<file path="config.mk">
export PLATFORM = sky130hd
export DESIGN_NAME = crs_ctrl
export DESIGN_NICKNAME = d
export VERILOG_FILES = /design/src/rtl/core/crs_pkg.sv /design/src/rtl/core/crs_ctrl.sv
export SDC_FILE = /design/constraint.sdc
export NUM_CORES = 1
export LEC_CHECK = 0
export ABC_AREA = 1
export BUFFER_PORTS_ARGS = -buffer_cell sky130_fd_sc_hd__buf_2
export CAP_MARGIN = 10
export CORE_UTILIZATION = 37
export DETAILED_ROUTE_END_ITERATION = 6
export SLEW_MARGIN = 5
export SYNTH_ARGS = -nofsm -noshare
export SYNTH_HDL_FRONTEND = slang
export SYNTH_SLANG_ARGS = --single-unit
</file>
<file path="constraint.sdc">
create_clock -name clk_i -period 1.62 [get_ports clk_i]
set_input_delay 0.081 -clock clk_i [delete_from_list [all_inputs] [get_ports clk_i]]
set_output_delay 0.081 -clock clk_i [all_outputs]
set_load 0.05 [all_outputs]
</file>
<file path="src/rtl/core/crs_pkg.sv">
// Shared types and constants of the constraint row impulse solver.
// Used by the controller, the datapath and the top level; no dependencies.
package crs_pkg;

  localparam int unsigned BODY_COUNT_DEF = 64;
  localparam int unsigned IDX_RAW_W      = 6;
  localparam int unsigned VEC_W          = 63;
  localparam int unsigned COMP_W         = 21;
  localparam int unsigned SCL_W          = 32;
  localparam int unsigned ACC_W          = 46;
  localparam int unsigned MUL_W          = 33;
  localparam int unsigned PROD_W         = 66;
  localparam int unsigned DIV_W          = 49;
  localparam int unsigned DIV_CNT_W      = 6;
  localparam int unsigned STEP_W         = 6;

  // Function codes
  localparam logic [1:0] FUNC_LOAD  = 2'd0;
  localparam logic [1:0] FUNC_BOTH  = 2'd1;
  localparam logic [1:0] FUNC_LOWER = 2'd2;
  localparam logic [1:0] FUNC_READ  = 2'd3;

  // Status codes
  localparam logic [1:0] ST_OK       = 2'd0;
  localparam logic [1:0] ST_JAC_ZERO = 2'd1;
  localparam logic [1:0] ST_SAT      = 2'd2;

  // Datapath micro-operations
  typedef enum logic [3:0] {
    OP_NONE, OP_DOT, OP_APC, OP_VEL, OP_JV, OP_DELTA, OP_SUM, OP_CLAMP, OP_DIFF,
    OP_NM1, OP_NM2, OP_NMD1, OP_NMD2, OP_S1, OP_S2
  } op_e;

  typedef enum logic [1:0] {
    OUT_LOAD, OUT_READ, OUT_SOLVE
  } out_sel_e;

  typedef struct packed {
    logic     cap;
    logic     rsel_b;
    logic     lat1;
    logic     lat2;
    op_e      op;
    logic [3:0] idx;
    logic     wr_load;
    logic     wr_a;
    logic     wr_b;
    logic     div_start;
    logic     out_ld;
    out_sel_e out_sel;
  } crs_cmd_t;

  typedef struct packed {
    logic jac_zero;
    logic div_busy;
  } crs_sts_t;

endpackage

</file>
<file path="src/rtl/core/crs_ctrl.sv">
// Controller of the constraint row impulse solver: sequences body reads,
// the shared multiplier schedule, write-back, division and result transfer. Uses crs_pkg.
module crs_ctrl import crs_pkg::*; (
  input  logic       clk_i,
  input  logic       rst_ni,
  input  logic       in_valid_i,
  output logic       in_ready_o,
  input  logic [1:0] func_i,
  output logic       out_valid_o,
  input  logic       out_ready_i,
  output crs_cmd_t   cmd_o,
  input  crs_sts_t   sts_i
);

  typedef enum logic [3:0] {
    S_IDLE, S_WRL, S_RDA, S_RDB, S_LATB, S_MUL, S_WRA, S_WRB,
    S_DIV, S_DIVW, S_FIN, S_OUT
  } state_e;

  localparam logic [STEP_W-1:0] STEP_LAST = STEP_W'(47);
  localparam logic [STEP_W-1:0] STEP_DOT  = STEP_W'(16);
  localparam logic [STEP_W-1:0] STEP_UPD  = STEP_W'(24);

  state_e            state_q;
  logic [STEP_W-1:0] step_q;
  logic [1:0]        func_q;
  logic              out_valid_q;
  logic [STEP_W-1:0] rel;

  assign in_ready_o  = (state_q == S_IDLE);
  assign out_valid_o = out_valid_q;
  assign rel         = step_q - STEP_UPD;

  // Decode commands from state and schedule step
  always_comb begin
    cmd_o         = '0;
    cmd_o.op      = OP_NONE;
    cmd_o.out_sel = OUT_SOLVE;
    unique case (state_q)
      S_IDLE: cmd_o.cap = in_valid_i;
      S_WRL:  cmd_o.wr_load = 1'b1;
      S_RDA:  cmd_o.rsel_b = 1'b0;
      S_RDB: begin
        cmd_o.rsel_b = 1'b1;
        cmd_o.lat1   = 1'b1;
      end
      S_LATB: cmd_o.lat2 = 1'b1;
      S_MUL: begin
        if (step_q < STEP_DOT) begin
          cmd_o.idx = step_q[3:0];
          cmd_o.op  = (step_q[1:0] == 2'd3) ? OP_NONE : OP_DOT;
        end else if (step_q < STEP_UPD) begin
          unique case (step_q[2:0])
            3'd0: cmd_o.op = OP_APC;
            3'd1: cmd_o.op = OP_VEL;
            3'd2: cmd_o.op = OP_JV;
            3'd3: cmd_o.op = OP_NONE;
            3'd4: cmd_o.op = OP_DELTA;
            3'd5: cmd_o.op = OP_SUM;
            3'd6: cmd_o.op = OP_CLAMP;
            default: cmd_o.op = OP_DIFF;
          endcase
        end else begin
          cmd_o.idx = {2'b00, rel[4:3]};
          unique case (rel[2:0])
            3'd0: cmd_o.op = OP_NM1;
            3'd1: cmd_o.op = OP_NM2;
            3'd2: cmd_o.op = OP_NMD1;
            3'd3: cmd_o.op = OP_NMD2;
            3'd4: cmd_o.op = OP_S1;
            3'd5: cmd_o.op = OP_S2;
            default: cmd_o.op = OP_NONE;
          endcase
        end
      end
      S_WRA:  cmd_o.wr_a = 1'b1;
      S_WRB:  cmd_o.wr_b = 1'b1;
      S_DIV:  cmd_o.div_start = !sts_i.jac_zero;
      S_DIVW: cmd_o.op = OP_NONE;
      S_FIN: begin
        cmd_o.out_ld = 1'b1;
        if (func_q == FUNC_LOAD) begin
          cmd_o.out_sel = OUT_LOAD;
        end else if (func_q == FUNC_READ) begin
          cmd_o.out_sel = OUT_READ;
        end else begin
          cmd_o.out_sel = OUT_SOLVE;
        end
      end
      default: cmd_o.op = OP_NONE;
    endcase
  end

  // Hold state, step counter and result valid
  always_ff @(posedge clk_i or negedge rst_ni) begin
    if (!rst_ni) begin
      state_q     <= S_IDLE;
      step_q      <= '0;
      func_q      <= FUNC_LOAD;
      out_valid_q <= 1'b0;
    end else begin
      unique case (state_q)
        S_IDLE: begin
          if (in_valid_i) begin
            func_q  <= func_i;
            state_q <= (func_i == FUNC_LOAD) ? S_WRL : S_RDA;
          end
        end
        S_WRL: state_q <= S_FIN;
        S_RDA: state_q <= S_RDB;
        S_RDB: state_q <= (func_q == FUNC_READ) ? S_FIN : S_LATB;
        S_LATB: begin
          step_q  <= '0;
          state_q <= S_MUL;
        end
        S_MUL: begin
          if (step_q == STEP_LAST) begin
            state_q <= S_WRA;
          end else begin
            step_q <= step_q + STEP_W'(1);
          end
        end
        S_WRA: state_q <= S_WRB;
        S_WRB: state_q <= S_DIV;
        S_DIV: state_q <= sts_i.jac_zero ? S_FIN : S_DIVW;
        S_DIVW: begin
          if (!sts_i.div_busy) state_q <= S_FIN;
        end
        S_FIN: begin
          out_valid_q <= 1'b1;
          state_q     <= S_OUT;
        end
        S_OUT: begin
          if (out_ready_i) begin
            out_valid_q <= 1'b0;
            state_q     <= S_IDLE;
          end
        end
        default: state_q <= S_IDLE;
      endcase
    end
  end

endmodule

</file>
**Word-level counts from Yosys, hierarchy flattened**

Cells that the tools add are included.

- $add $sub $neg: 2
- $lt $le $gt $ge: 2
- Equal/unequal tests: 30
- Multiplexer cells: 30
- Reduce and logical (&&, ||, !) cells: 12

Operators with widths:

| kind | number |
|---|---|
| 4-bit one-hot mux with 12 select lines | 1 |
| 4-bit two-way mux | 8 |
| 4-bit one-hot mux with 7 select lines | 1 |
| 4-bit one-hot mux with 6 select lines | 1 |
| 4-bit by 3-bit == test with 1-bit output (second input constant) | 4 |
| 4-bit == test (second input constant) | 4 |
| 3-bit == test (second input constant) | 5 |
| 3-bit by 2-bit == test with 1-bit output (second input constant) | 4 |
| 6-bit by 5-bit < comparator with 1-bit output (second input constant) | 2 |
| 6-bit one-hot mux with 2 select lines | 1 |
| 2-bit two-way mux | 5 |
| 2-bit inequality test (second input constant) | 5 |
| 1-bit two-way mux | 9 |
| 4-bit by 2-bit == test with 1-bit output (second input constant) | 2 |
| 8-bit two-way mux | 1 |
| 6-bit by 1-bit adder with 6-bit output (second input constant) | 1 |
| 3-bit by 1-bit == test with 1-bit output (second input constant) | 2 |
| 6-bit == test (second input constant) | 1 |
| 3-bit logical NOT | 2 |
| 6-bit two-way mux | 1 |
| 2-bit AND reduction | 3 |
| 5-bit subtractor (second input constant) | 1 |
| 2-bit == test (second input constant) | 2 |
| 4-bit by 1-bit == test with 1-bit output (second input constant) | 1 |
| 7 further kinds | 9 |

- Bits in registers: 13
- Output and inout bits: 21
- Logic and storage cells: 80

**Depth between registers and ports, before layout**

Gate-level depths: netlist of the first run.

- Depth after elaboration: 6
- Gate-level depth with buffers: 9
- Mapped depth without buffers: 8

**Least setup slack after synthesis of the first run**

OpenSTA, ideal clock, no wires.

- Path kind: register to output
- Start: register step_q[0]
- End: output cmd_o[14] (netlist name)
- Data arrival time: 1.917 ns
- Path slack: -0.378 ns
- Cell stages (with the launch flop): 8
- Path buffers: 0
- Cells stage by stage: dfrtp_1 > ha_1 > ha_1 > inv_1 > nand2_1 > nor2_1 > nand2_1 > a21oi_1

RTL lines:

| element | RTL line | text |
|---|---|---|
| start, declared | crs_ctrl.sv:25 | `logic [STEP_W-1:0] step_q;` |
| start signal, assigned | crs_ctrl.sv:120 | `step_q <= step_q + STEP_W'(1);` |
| end, declared | crs_ctrl.sv:11 | `output crs_cmd_t cmd_o,` |

==> results.md, run 1 <==
- The actual transition at the worst max-transition pin is 376.8 ps.
- The slowest stage of the critical path belongs to the cell sky130_fd_sc_hd__dfrtp_2.
- The number of clock buffers inserted by TritonCTS is 3.
- The cell count of the worst hold path is 3.
- The cell depth of the worst flop-to-flop path is 8.
- The netlist area before placement is 0.001169 sq mm.
- The routability-driven placement congestion ratio is 0.8239.
- With fillers left out, the area of the finished cells amounts to 0.002007 sq mm.
- The origin of the critical flop-to-flop path is step_q[1]$_DFFE_PN0P_.
- After synthesis, flip-flops and latches occupy 27.84% of the total area.
- Summing the areas of all xor and xnor instances in the mapped netlist gives 1.499% of the synthesized area.
- The flow ran to the end, but the final reports show violations.
- By area the synthesized netlist is led by sky130_fd_sc_hd__dfrtp_1, sky130_fd_sc_hd__nand2_1, sky130_fd_sc_hd__nor2_1.
- The terminus of the critical flop-to-flop path is state_q[1]$_DFFE_PN0P_.
- Data on the critical path arrives at its endpoint at 1770 ps.
- Entering global routing, the biggest net connects 14 pins.
- The net switching component of the power is 0.001607 W.
- The share of synthesized flip-flops with an asynchronous set or reset is 100.0%.
- At the end of the flow the core is filled with cells to 66.28%.
- Detailed routing placed a total of 129 um of wire on met3.
- The number of antenna violations at the first check in global routing was 0.
- The total congestion overflow is 0.
- The share of power burned in registers is 20.8%.
- The area share of the largest cell type after synthesis is 27.84%.
- Once the floorplan was initialized, standard cells occupied 38.60% of the core.
- For this run, the detailed router's first-pass iteration total came to 4.
- The final-report hold violation count came to 0.
- The first global-routing pass estimated 5.085 mm of wire.
- sky130_fd_sc_hd__nand2_1 is the most common cell in the netlist.
- In the global route stage, overall resource usage came out at 19.72%.
- The I/O pin count is 29.
- The adder and majority gate portion of the synthesized area is 8.565%.
- The worst setup path is captured at a primary output.
- Counting stages on the worst path, the most repeated cell is sky130_fd_sc_hd__ha_4.
- The number of antenna diodes in the final layout is 0.
- The total die area is 0.003387 sq mm.
- Once detail routing completed, the nets flagged for antenna violations numbered 0.
- The met2 wirelength from detailed routing is 1.928 mm.
- The final clock period utilization by the worst path is 114.4%.
- The Yosys step of the flow raised 0 warnings.
- The largest family of logic cells by synthesized area is simple AND/OR/NAND/NOR gates.
- In this run the horizontal extent of the chip is 58.20 um.
- Power spread over the standard cell area amounts to 1464 mW/mm^2.
- The combinational group share of total power is 72.0%.
- The clock period minus worst slack is 1854 ps.
- The sink count of the clock tree is 13.
- The final setup violation count is 4.
- The signed area change from the synthesized netlist to the final layout is 71.73%.
- The class of the most critical hold timing path is input pin to register.
- The worst pin sits at a relative slew slack of 74.61%.
- Walking the worst path, the cells encountered are ha_4 > ha_4 > inv_2 > nand2_1 > nor2_4 > nand2_2 > a21oi_2 > buf_6.
- In the final timing run, aggregate negative setup slack is -767.6 ps.
- The clock latency of the later-clocked register in the worst-skew pair is 280 ps.
- In the synthesized netlist, mux cells make up 0% of the area.
- The final worst slack is -233.8 ps.
- Setup repair after global routing could not meet its margin everywhere.
- The number of nets in the synthesized netlist is 200.
- The post-synthesis simple-gate area fraction is 40.69%.
- The via count is 1335.
- The worst hold path begins at func_i[0].
- The worst setup path is of the register to primary output kind.
- The leading register cell type out of synthesis is sky130_fd_sc_hd__dfrtp_1.
- On the worst path, the slowest cell contributes a delay of 480 ps.
- The number of different library cells used by synthesis comes to 28.
- CTS built an H-tree with a depth of 1.
- In the final routing, the length of wire on met1 measures 1.492 mm.
- The layout net count is 257.
- The top achievable clock speed is 0.5394 GHz.
- Max-cap violations in this run came to 0.
- The overall power of the completed layout is 0.002938 W.
- In the final layout, the share of cells above drive strength 1 is 51.25%.
- After detailed routing, the number of remaining DRC violations is 0.
- The area fraction in compound gates after synthesis is 11.03%.
- Clock skew on the completed layout was measured at 7.150 ps.
- The DRC marker count from the first detailed-route iteration is 52.
- The synthesized flop and latch total is 13.
- The post-synthesis cell type with the largest combined area is sky130_fd_sc_hd__dfrtp_1.
- The core region is 0.003028 sq mm.
- The required time of the critical path is 1540 ps.
- The count of input and output buffers is 28.
- The via count of the first global-routing pass is 1167.
- For this block, the routed nets add up to 3.561 mm of wire.
- The HPWL after detailed placement is 2.274 mm.
- The maximum buffer depth of the clock tree is 2.
- The floorplan has 20 rows.
- The net switching fraction of the power is 54.70%.
- The checks that failed: negative setup slack.
- The clock root buffer is sky130_fd_sc_hd__clkbuf_4.
- Each instance of the synthesized netlist takes up on average 6.351 sq um.
- The critical path launch point type is a register.
- The number of vias per cell is 4.701.
- VDD sags by at most 949.9 uV.
- In this run, synthesis inferred 0 flip-flops with an integrated enable.
- The worst hold endpoint is func_q[0]$_DFFE_PN0P_.
- The max-slew violation total from the final report is 0.
- The slack of the worst reg-to-reg path is 100 ps.
- Clock-pin slew was measured on the worst setup and hold paths at 90 ps.
- After detailed routing, the average wire length per cell comes to 12.54 um.
- After synthesis, the most frequently instantiated cells are sky130_fd_sc_hd__nand2_1, sky130_fd_sc_hd__nor2_1, sky130_fd_sc_hd__inv_1.
- The clock tree from TritonCTS is built.
- The internal portion of the total power is 0.001331 W.
- Routed signal wires occupy layers up through met4.
- The synthesized instance count is 184.
- In this run the static leakage power is 0.9906 nW.
- The placed instances occupy a cell area of 0.001466 sq mm.
- The overall die height is 58.20 um.
- The share of total power dissipated in the clock network is 7.1%.
- The highest net fanout along the worst path is 4.
what timing repair did:
action / CTS / global route
endpoints found under the hold margin: 13 / 0
endpoints found under the setup margin: 12 / 20
hold buffers: 1 / 0
resized for setup: 55 / 49
pin swaps: 12 / 19
setup buffers: 5 / 11
gates cloned: 0 / 0
metrics by stage:
stage | setup slack [ps] | cells | hold slack, ps
6_report | -233.8 | 284 | 30.23
5_1_grt | -313.1 | 284 | 42.94
4_1_cts | -187.9 | 274 | 27.96
3_3_place_gp | -50.24 | 264 | -4.543
3_5_place_dp | -18.69 | 264 | 0.5963
2_1_floorplan | -342.2 | 184 | -214.6
power groups by stage:
stage          clock network [W]  registers, W  logic (W)
4_1_cts                 0.000217      0.000613    0.00180
3_5_place_dp                   0      0.000566    0.00145
5_1_grt                 0.000238      0.000630    0.00230
3_3_place_gp                   0      0.000564    0.00146
2_1_floorplan                  0      0.000587    0.00109
6_report                0.000210      0.000612    0.00212
registers in the layout, summed over array words and instances (netlist names):
| name | cells |
|---|---|
| func_q | 2 |
| step_q | 6 |
| state_q | 4 |
| out_valid_o | 1 |
area by class of cell:
type / instances / area, sq um
Multi-Input combinational cell: 140 / 1036
Tap cell: 44 / 55.05
Timing Repair Buffer: 54 / 440.4
Clock buffer: 3 / 22.52
Sequential cell: 13 / 334.1
Fill cell: 257 / 1021
Inverter: 29 / 113.9
Clock inverter: 1 / 5.005
kinds of logic after synthesis:
kind of cell | count (synthesis)
buffers and inverters | 31
AND/OR/NAND/NOR | 109
flip-flops | 13
adder cells (fa/ha/maj) | 8
AO/OA/AOI/OAI | 21
XOR/XNOR | 2
critical path, delay by kind of cell (launching register included):
kind | cells | cell delay, ps
simple gates | 3 | 260
flops | 1 | 480
compound gates | 1 | 150
buf+inv | 2 | 240
fa+ha+maj | 2 | 350
how the worst max path moves through the flow:
stage                               start   endpoint  slack (ps)  cells after the start
finish              step_q[1]$_DFFE_PN0P_  cmd_o[14]        -230                      8
global route        step_q[1]$_DFFE_PN0P_  cmd_o[14]        -310                      8
CTS                 step_q[1]$_DFFE_PN0P_  cmd_o[11]        -190                      9
detailed placement  step_q[0]$_DFFE_PN0P_  cmd_o[11]         -20                      9
global placement    step_q[0]$_DFFE_PN0P_  cmd_o[14]         -50                      9
floorplan           step_q[4]$_DFFE_PN0P_  cmd_o[10]        -340                      3
layer usage:
layer  up-vias  track usage (%)
li1        684                -
met1       609            24.27
met2        40            35.63
met3         2            4.018
met4         0            3.741
met5         -                0
placed cells by master, fill, tap and decap left out, types with 4 or more instances in the layout:
cell	count
sky130_fd_sc_hd__nor2_1	20
sky130_fd_sc_hd__inv_1	21
sky130_fd_sc_hd__ha_4	6
sky130_fd_sc_hd__nand2_2	7
sky130_fd_sc_hd__nand3_1	5
sky130_fd_sc_hd__nor2_2	7
sky130_fd_sc_hd__dfrtp_2	7
sky130_fd_sc_hd__o21ai_0	10
sky130_fd_sc_hd__nand2_4	6
sky130_fd_sc_hd__buf_2	16
sky130_fd_sc_hd__dfrtp_1	6
sky130_fd_sc_hd__nor3_4	4
sky130_fd_sc_hd__nor2_4	10
sky130_fd_sc_hd__buf_6	14
sky130_fd_sc_hd__nand2_1	40
sky130_fd_sc_hd__inv_2	6
sky130_fd_sc_hd__clkbuf_4	4
sky130_fd_sc_hd__buf_4	20
No activity file was read; power rests on OpenSTA's default activity.
==> run 2, diff against run 1 <==
--- a/config.mk
+++ b/config.mk
@@ -8,9 +8,12 @@
 export ABC_AREA = 1
 export BUFFER_PORTS_ARGS = -buffer_cell sky130_fd_sc_hd__buf_2
 export CAP_MARGIN = 10
-export CORE_UTILIZATION = 37
+export CORE_UTILIZATION = 53
+export CTS_CLUSTER_SIZE = 40
 export DETAILED_ROUTE_END_ITERATION = 6
+export PLACE_DENSITY = 0.79
 export SLEW_MARGIN = 5
 export SYNTH_ARGS = -nofsm -noshare
 export SYNTH_HDL_FRONTEND = slang
 export SYNTH_SLANG_ARGS = --single-unit
+export TNS_END_PERCENT = 5
==> run 2 against run 1 <==
Compared with the run above: the flow still finishes with violations (negative setup slack); via count increased by 4.6%; combinational power down 12%; worst setup slack worse by 80 ps; sequential cell count unchanged; highest routed layer unchanged; clock power barely moved.
==> results.md, run 2 (synthesis results as in run 1) <==
- The net switching fraction of the power is 57.36%.
- The sort of element at the end of the critical path is a primary output.
- The signed area change from the synthesized netlist to the final layout is 43.04%.
- The max-slew violation total from the final report came to 0.
- The floorplan has 16 rows.
- The maximum number of pins on one net before global-route repair is 14.
- After the last flow step, the layout net total stands at 241.
- The worst path buffer plus inverter count is 2.
- The register containing the most flip-flops in the final layout is step_q.
- The DRC marker count from the first detailed-route iteration is 62.
- Counting every sink on the clock net gives 13.
- For the pin with the worst max-slew slack, the measured transition is 318.8 ps.
- The path type of the worst setup path is register to primary output.
- After detailed routing, the number of vias per cell comes to 5.562.
- Combinational logic is responsible for 69.8% of the overall power.
- The clock passes through at most 2 buffers.
- The net switching component of the power is 0.001542 W.
- The setup TNS is -978.1 ps.
- The library cell used most frequently in the layout, excluding fill and tap cells, is sky130_fd_sc_hd__nand2_1.
- The core region is 0.002022 sq mm.
- The highest cell delay on the worst timing path is 470 ps.
- Setup repair after global routing could not meet its margin everywhere.
- The final hold slack is 32.33 ps.
- In the final layout, the registers with the most flip-flops are step_q (6), state_q (4), func_q (2).
- The first global-routing pass estimated 4.961 mm of wire.
- The via count is 1396.
- Measured against its own limit, the worst slew margin works out to 78.58%.
- The number of detailed-routing iterations run before antenna repair is 4.
- The share of power burned in registers is 22.5%.
- The starting utilization of the core area is 57.80%.
- The top achievable clock speed is 0.5171 GHz.
- The flip-flop and latch area is 331.6 sq um.
- The die covers 0.002397 sq mm.
- For this design the static power due to leakage is 0.8680 nW.
- The final-report hold violation count is 0.
- The maximum level of the CTS H-tree is 1.
- The final worst slack is -313.9 ps.
- Walking the worst path, the cells encountered are buf_6 > ha_4 > nand2_4 > nand2_4 > nor2_4 > nand2_2 > nand3_2 > a21oi_2 > buf_6.
- For this run, the total global-route usage over all layers was measured as 26.61%.
- The total instance count after detailed placement is 243.
- The area of the multi-input gates is 898.4 sq um.
- The class of the most critical hold timing path is input pin to register.
- The highest net fanout along the worst path is 5.
- After clock tree synthesis, the clock-pin slew on the worst setup and hold paths is 80 ps.
- Summed over all layers, the routed wires come to 3.833 mm.
- The clock tree from TritonCTS is built.
- The register with the most flip-flops in the layout has 6 of them.
- The number of antenna violations at the first check in global routing is 0.
- STA classifies the critical path startpoint as a register.
- The worst path uses 119.4% of the clock period.
- At the worst endpoint, the arrival time is 1850 ps.
- The sum of net half-perimeters after detailed placement is 2.174 mm.
- From left edge to right edge, the die measures 48.96 um.
- The cell internal power dissipation is 0.001146 W.
- In this run the remaining antenna-violating nets after routing total 0.
- The run finished, with violations left.
- The final reports fail on negative setup slack.
- At the end of routability-driven placement, the weighted congestion stood at 0.9078.
- The tool flagged a number of max-cap violations equal to 0.
- Setup violations remaining at the end of the flow were counted as 5.
- The total power density per cell area is 1608 mW/mm^2.
- The fraction of layout cells with a size suffix above 1 is 41.52%.
- The filler cell count is 125.
- Between clock sinks in the finished design, the worst skew comes to 8.250 ps.
- The count of input and output buffers is 28.
- The overall power of the completed layout is 0.002688 W.
- The I/O pin count is 29.
- The count of unresolved DRC violations after routing is 0.
- The total congestion overflow is 0.
- In this design, the largest share of critical-path delay is due to flip-flops.
- For the finished layout, the period the worst path requires is 1934 ps.
- In the layout the commonest cells are sky130_fd_sc_hd__nand2_1, sky130_fd_sc_hd__inv_1, sky130_fd_sc_hd__nor2_1.
- The die is 48.96 um tall.
- The number of clock buffers inserted by TritonCTS is 3.
- Dividing the detail-routed wire length by the instance count gives 15.27 um.
- IR analysis of the VDD net gives a maximum drop of 1311 uV.
- The slowest stage of the critical path is the sky130_fd_sc_hd__dfrtp_2 cell.
- In this run the clock root is driven by a sky130_fd_sc_hd__clkbuf_4.
- The clock latency of the later-clocked register in the worst-skew pair is 280 ps.
- The number of non-filler instances in the completed layout is 251.
- The clock network power share is 7.8%.
- The required time of the critical path is 1540 ps.
- The number of antenna diodes is 0.
- The via count of the first global-routing pass is 1172.
-- run 2: changes by cell type in the layout (fill, tap and decap cells not counted), sizes merged --
cell	before	now
buf	52	35
clkbuf	4	6
clkinv	1	0
-- run 2: timing repair --
item,CTS,global route
pin swaps,7,10
endpoints found under the hold margin,13,0
hold buffers,1,0
resized for setup,25,51
buffers inserted,1,2
setup endpoints to repair,11,19
-- run 2: layout make-up --
class | count | share of cell area (%)
Multi-Input combinational cell | 140 | 53.74
Inverter | 29 | 6.662
Sequential cell | 13 | 19.84
Tap cell | 27 | 2.021
Clock buffer | 4 | 1.572
Timing Repair Buffer | 38 | 16.17
-- run 2: stage by stage --
| stage | setup WS [ps] | cell area, sq um | util (%) |
|---|---|---|---|
| floorplan | -342.2 | 1172 | - |
| global placement | 61.73 | 1379 | 68.19 |
| detailed placement | -9.415 | 1379 | 68.19 |
| CTS | -183.9 | 1489 | 73.64 |
| global route | -361.5 | 1672 | 82.67 |
| finish | -313.9 | 1672 | 82.67 |
-- run 2: layer usage --
metal	wire [um]	vias to the layer above	GRT usage (%)
met5	0	-	0
met4	185	0	9.804
met3	181	20	2.804
met2	1961	72	46.99
met1	1504	648	33.27
li1	-	656	-
-- run 2: worst paths after layout --
check                                          end  slack (ps)                     from  cells after the start
setup / recovery                         cmd_o[11]        -310    step_q[0]$_DFFE_PN0P_                      9
setup reg to reg             step_q[0]$_DFFE_PN0P_          80    step_q[0]$_DFFE_PN0P_                      7
min in group asynchronous    step_q[3]$_DFFE_PN0P_         230                   rst_ni                      2
max in group asynchronous    step_q[0]$_DFFE_PN0P_        1120                   rst_ni                      2
hold / removal               func_q[1]$_DFFE_PN0P_          30                func_i[1]                      3
hold reg to reg            out_valid_o$_DFFE_PN0P_         540  out_valid_o$_DFFE_PN0P_                      2
-- run 2: power groups by stage --
stage,registers [W],clock network [W],logic (W)
after floorplan,0.000582,0,0.00105
after global placement,0.000555,0,0.00137
after detailed placement,0.000565,0,0.00141
after CTS,0.000568,0.000209,0.00151
after global routing,0.000620,0.000229,0.00204
final,0.000604,0.000209,0.00187
-- run 2: tightest hold or removal path, cell delays in order --
cell                      delay (ps)
sky130_fd_sc_hd__buf_2           100
sky130_fd_sc_hd__nand2_1          50
sky130_fd_sc_hd__nand2_1          50
